**src/rtl/pdr_pkg.sv**
```systemverilog
// ----------------------------------------------------------------------------
// pdr_pkg
// Types, codes, constants and the exp ROM for position_dependent_rate.
// ----------------------------------------------------------------------------
`timescale 1ns / 1ps

package pdr_pkg;

  localparam int EXP_TABLE_DEPTH = 256;
  localparam int IDX_W           = $clog2(EXP_TABLE_DEPTH);

  // Pipeline depth from input beat to result strobe.
  localparam int PDR_LAT = 7;

  localparam logic [63:0]        LN2_Q30   = 64'd744261118;
  localparam logic signed [31:0] LOG2E_Q30 = 32'sd1549082005;
  // 32.0 in Q.32 natural units
  localparam logic signed [48:0] EXP_LIMIT = 49'sd137438953472;
  localparam logic [32:0]        SAT_MAG   = 33'h1_0000_0000;

  typedef enum logic [1:0] {
    KIND_NONE  = 2'd0,
    KIND_CONST = 2'd1,
    KIND_EXP   = 2'd2,
    KIND_WALL  = 2'd3
  } kind_t;

  typedef enum logic [1:0] {
    CLAMP_NONE  = 2'd0,
    CLAMP_CAP   = 2'd1,
    CLAMP_FLOOR = 2'd2
  } clamp_t;

  typedef enum logic [2:0] {
    REG_RATE_KIND     = 3'd0,
    REG_AMPLITUDE     = 3'd1,
    REG_DECAY         = 3'd2,
    REG_WALL_DISTANCE = 3'd3,
    REG_RATE_CAP      = 3'd4
  } reg_idx_t;

  // front half -> back half
  typedef struct packed {
    logic              valid;
    logic              sat;       // exponent above +32
    logic              zero;      // exponent below -32
    logic              wall_hit;
    logic signed [6:0] n;         // integer part of base-2 exponent
    logic [31:0]       rom_val;   // 2^frac, Q2.30
  } front_t;

  // back half -> output stage
  typedef struct packed {
    logic        valid;
    logic        wall_hit;
    logic [32:0] mag;             // saturated at 2^32
  } back_t;

  typedef logic [31:0] rom_t [EXP_TABLE_DEPTH];

  // 2^(i/depth) in Q2.30 by a truncated Taylor series of exp(i*ln2/depth)
  function automatic logic [31:0] exp_rom_entry(int unsigned i);
    logic [63:0] y;
    logic [63:0] term;
    logic [63:0] sum;
    y    = (64'(i) * LN2_Q30) / EXP_TABLE_DEPTH;
    term = 64'd1 << 30;
    sum  = term;
    for (int k = 1; k <= 12; k++) begin
      term = ((term * y) >> 30) / 64'(k);
      sum  = sum + term;
    end
    return sum[31:0];
  endfunction

  function automatic rom_t exp_rom_init();
    rom_t r;
    for (int i = 0; i < EXP_TABLE_DEPTH; i++) begin
      r[i] = exp_rom_entry(i);
    end
    return r;
  endfunction

  localparam rom_t EXP_ROM = exp_rom_init();

endpackage

```
**src/rtl/pdr_exp_back.sv**
```systemverilog
// ----------------------------------------------------------------------------
// pdr_exp_back
// Amplitude scaling and the 2^(n-30) shift with rounding and saturation.
// ----------------------------------------------------------------------------
`timescale 1ns / 1ps

module pdr_exp_back import pdr_pkg::*; (
  input  logic        clk,
  input  logic        rst,
  input  front_t      front,
  input  logic [31:0] amag,
  output back_t       back
);

  // stage 4
  logic              v4;
  logic [63:0]       p4;
  logic signed [7:0] s4;
  logic              sat4, zero4, wall4;
  // stage 5
  logic              v5;
  logic              left5, big5;
  logic [32:0]       lmag5;
  logic [63:0]       rsum5;
  logic [5:0]        rsh5;
  logic              sat5, zero5, wall5;
  // stage 6
  logic              v6;
  logic [32:0]       mag6;
  logic              wall6;

  logic [4:0]  lsh;
  logic [32:0] thr;
  logic [63:0] lshift;
  logic [7:0]  rneg;
  logic [63:0] rsum_next;
  logic [63:0] rval;
  logic [32:0] mag_next;

  // left shift: s in 0..16
  assign lsh    = s4[4:0];
  assign thr    = SAT_MAG >> lsh;
  assign lshift = p4 << lsh;
  // right shift: r = -s, rounding half up
  assign rneg      = 8'(-s4);
  assign rsum_next = p4 + (64'd1 << (rneg[5:0] - 6'd1));
  assign rval      = rsum5 >> rsh5;

  always_comb begin
    if (sat5) begin
      mag_next = SAT_MAG;
    end else if (zero5) begin
      mag_next = '0;
    end else if (left5) begin
      mag_next = lmag5;
    end else if (big5) begin
      mag_next = '0;
    end else if (rval > 64'(SAT_MAG)) begin
      mag_next = SAT_MAG;
    end else begin
      mag_next = rval[32:0];
    end
  end

  always_ff @(posedge clk) begin
    if (rst) begin
      v4 <= 1'b0;
      v5 <= 1'b0;
      v6 <= 1'b0;
    end else begin
      v4 <= front.valid;
      v5 <= v4;
      v6 <= v5;
    end
  end

  always_ff @(posedge clk) begin
    p4    <= 64'(amag) * 64'(front.rom_val);
    s4    <= 8'(front.n) - 8'sd30;
    sat4  <= front.sat;
    zero4 <= front.zero;
    wall4 <= front.wall_hit;

    left5 <= !s4[7];
    lmag5 <= (p4 > 64'(thr)) ? SAT_MAG : lshift[32:0];
    big5  <= (rneg >= 8'd63);
    rsum5 <= rsum_next;
    rsh5  <= rneg[5:0];
    sat5  <= sat4;
    zero5 <= zero4;
    wall5 <= wall4;

    mag6  <= mag_next;
    wall6 <= wall5;
  end

  assign back.valid    = v6;
  assign back.wall_hit = wall6;
  assign back.mag      = mag6;

endmodule

```
**config.mk**
```make
export PLATFORM = sky130hd
export DESIGN_NAME = pdr_exp_back
export DESIGN_NICKNAME = d
export VERILOG_FILES = /design/src/rtl/pdr_pkg.sv /design/src/rtl/pdr_exp_back.sv
export SDC_FILE = /design/constraint.sdc
export NUM_CORES = 2
export LEC_CHECK = 0
export BUFFER_PORTS_ARGS = -buffer_cell sky130_fd_sc_hd__buf_2
export CAP_MARGIN = 20
export CORE_MARGIN = 3
export CORE_UTILIZATION = 50
export CTS_CLUSTER_SIZE = 14
export DETAILED_ROUTE_END_ITERATION = 10
export PLACE_DENSITY = 0.76
export SKIP_CTS_REPAIR_TIMING = 1
export SLEW_MARGIN = 20
export SYNTH_ARGS = -nofsm -noshare
export SYNTH_HDL_FRONTEND = slang
export SYNTH_SLANG_ARGS = --single-unit
```
**constraint.sdc**
```tcl
create_clock -name clk -period 7.77 [get_ports clk]
set_clock_uncertainty 0.1 [all_clocks]
set_input_delay 1.1655 -clock clk [delete_from_list [all_inputs] [get_ports clk]]
set_output_delay 1.1655 -clock clk [all_outputs]
set_load 0.03 [all_outputs]
```
==> metrics.md <==
| Metric | Value |
|---|---|
| Outcome | `complete, but fails checks` |
| Failing checks | `negative setup slack` |
| R2R setup slack | `0.87 ns` |
| Crit path launch type | `primary input` |
| I/O Buffers | `between 100 and 150` |
| Clock sink count | `220` |
| Yosys cell types | `92` |
| Clk Latency, worst-skew pair | `0.54 ns` |
| #FFs+latches synth | `220` |
| Adder-cell share of the synthesized area | `46.1%` |
| Yosys Warn Count | `0` |
| Die height | `about 320 um` |
| Compound-Gate Fraction of Synth Area | `8.79%` |
| DRT antenna net count | `0` |
| Cell row count | `roughly 110` |
| Post-Syn Area | `48900 um2` |
| Final Hold Fails | `0` |
| Number of buffers created by CTS | `23` |
| # fillers | `8297` |
| Worst-path maximum fanout | `8` |
| RSZ-0062 raised after global routing | `true` |
| Clk root buf | `clkbuf_16` |
| Post-route clock period utilization | `104%` |
| Avg Cell Area, Syn | `8.85 um2` |
| Hold WC Path Type | `flip-flop to flip-flop` |
| Tmin final | `8.05 ns` |
| Reg-to-Reg End | `rsum5[40]` |
| Instance count on the critical path | `25` |
| Maxcap violations | `0` |
| Layout cells sized above 1 | `14.2%` |
| WHS Path Cells | `0` |
| Mux cell area share after synthesis | `5.17%` |
| Initial Util | `50.5%` |
| Final Util | `56.5%` |
| Die width | `319 um` |
| Max_slew headroom | `28.9%` |
| DP Area | `between 50000 and 60000 um2` |
| Via count | `roughly 39000` |
| Vias in the first global route | `40800` |
| Sequential cell area fraction in the yosys report | `9.00%` |
| R2R depth | `19` |
| Largest family of logic cells by synthesized area | `adder cells` |
| Hold_sp | `wall5` |
| Core ar. | `96900 um2` |
| Htree depth | `1` |
| Max incr delay on CP | `just over 0.6 ns` |
| Initial antenna violation count | `3` |
| Clock-pin slew on the worst setup and hold paths | `roughly 0.060 ns` |
| Reg2Reg Launch Point | `s4[3]` |
| Hold worst-path end | `wall6` |
| Fin nets | `7061` |
| Most frequent cells in the layout | `inv_1 (871), fa_1 (852), nand2_1 (740), and2_1 (574), buf_4 (357)` |
| Fmax | `about 120 MHz` |
| Largest net degree at the start of global routing | `63` |
| CP max stage cell | `fa_1` |
| CP Capture Type | `flip-flop` |
| I/O pin count | `112` |
| Synth Instances | `5525` |
| Syn nets | `6866` |
| Crit path buffers/inverters | `5` |
| Total Wirelength | `134000 um` |
| Tot GR Track Use | `26.0%` |
| Area share of and/or/nand/nor cells after synthesis | `18.6%` |
| Synth Area in XOR/XNOR | `~2.3%` |
| Starting DRT DRC Count | `3063` |
| Ys async rst share | `0%` |
| Top Family by Delay on Critical Path | `adder cells` |
| Least-Margin Pin Slew | `1.07 ns` |
| Die area | `102000 um2` |
| Final setup viols | `6` |
| Final HPWL DP | `roughly 110000 um` |
| Crit path kind | `primary input to flip-flop` |
| Worst Setup Slack, final | `-0.282 ns` |
| First-pass GRT wire length | `214000 um` |
| Most common cell on crit path | `fa_1` |
| Post-synth EDFFs | `0` |
| Pre-antenna DRT Iters | `7` |
| Crit path required time | `8.08 ns` |
| Area Growth Syn to Fin | `11.9%` |
| Vias/cell | `5.58` |
| Wirelength per Cell | `19.1 um` |
| Ys flop type | `dfxtp_1` |
| Most common cell after layout, fill and taps aside | `inv_1` |
| DRC Markers | `0` |
| TritonCTS clock tree | `built` |
| WP data arrival | `8.36 ns` |
| RD Place Congestion | `0.961` |
| Final Cell Area | `54700 um2` |
| Setup_tns | `-1.13 ns` |
| Max Slew Vio Count | `0` |
| Buffer depth of the longest clock path | `3` |
| GRT overflow | `0` |
==> sequential cells by signal, summed over array words and instances (netlist names), 6 cells and up <==
register,cells
s4,8
rsh5,6
lmag5,33
p4,64
rsum5,64
mag6,33
==> synthesized netlist by cell type, types with 86 or more instances <==
master / number / share of area (%)
inv_1: 899 / 6.9
fa_1: 897 / 37
nand2_1: 741 / 5.7
and2_1: 602 / 7.7
ha_1: 367 / 9.4
clkbuf_1: 279 / 2.1
dfxtp_1: 220 / 9.0
nor2_1: 219 / 1.7
a21oi_1: 202 / 2.1
o21ai_0: 120 / 1.2
mux2i_1: 88 / 1.8
xnor2_1: 86 / 1.5
==> layout make-up <==
class / instances / area [um2] / share of cell area [%]
well taps: 1276 / 1600 / 2.92
clock buffers: 28 / 634 / 1.16
inverters: 902 / 3390 / 6.19
repair buffers: 499 / 4180 / 7.63
diodes: 2 / 5.00 / 0.00914
clock inverters: 14 / 171 / 0.313
multi-input cells: 4074 / 40400 / 73.7
flip-flops and latches: 220 / 4410 / 8.06
==> worst max-delay path by stage <==
stage | end | slack [ns] | start
floorplan | p4[61] | -0.14 | amag[13]
global placement | p4[63] | -1.23 | front[5]
detailed placement | p4[63] | -1.44 | front[6]
CTS | p4[63] | -0.91 | front[6]
global route | p4[59] | -0.47 | amag[11]
finish | p4[59] | -0.28 | amag[11]
==> metal layers <==
| layer | up-vias | GRT usage, % | part of all wire [%] |
|---|---|---|---|
| li1 | 17800 | - | - |
| met1 | 19600 | 34.9 | 41 |
| met2 | 1566 | 43.9 | 48 |
| met3 | 262 | 4.08 | 7.8 |
| met4 | 2 | 7.59 | 3.3 |
| met5 | - | 0 | 0.0097 |
==> metrics by stage <==
step	instances	worst slack (ns)	hold WS, ns
2_1_floorplan	5525	-0.144	0.210
3_3_place_gp	6954	-1.23	0.212
3_5_place_dp	6954	-1.44	0.215
4_1_cts	6996	-0.914	0.231
5_1_grt	7013	-0.465	0.244
6_report	7015	-0.282	0.228
==> kinds of logic after synthesis <==
| family | count (synthesis) |
|---|---|
| compound gates | 658 |
| xor+xnor | 131 |
| fa+ha+maj | 1264 |
| buf+inv | 1231 |
| flops | 220 |
| mux | 171 |
| simple gates | 1850 |
Power is left out: the tool's default activity adds up to more than one toggle a clock period on the data nets, which glitch-free logic cannot reach.
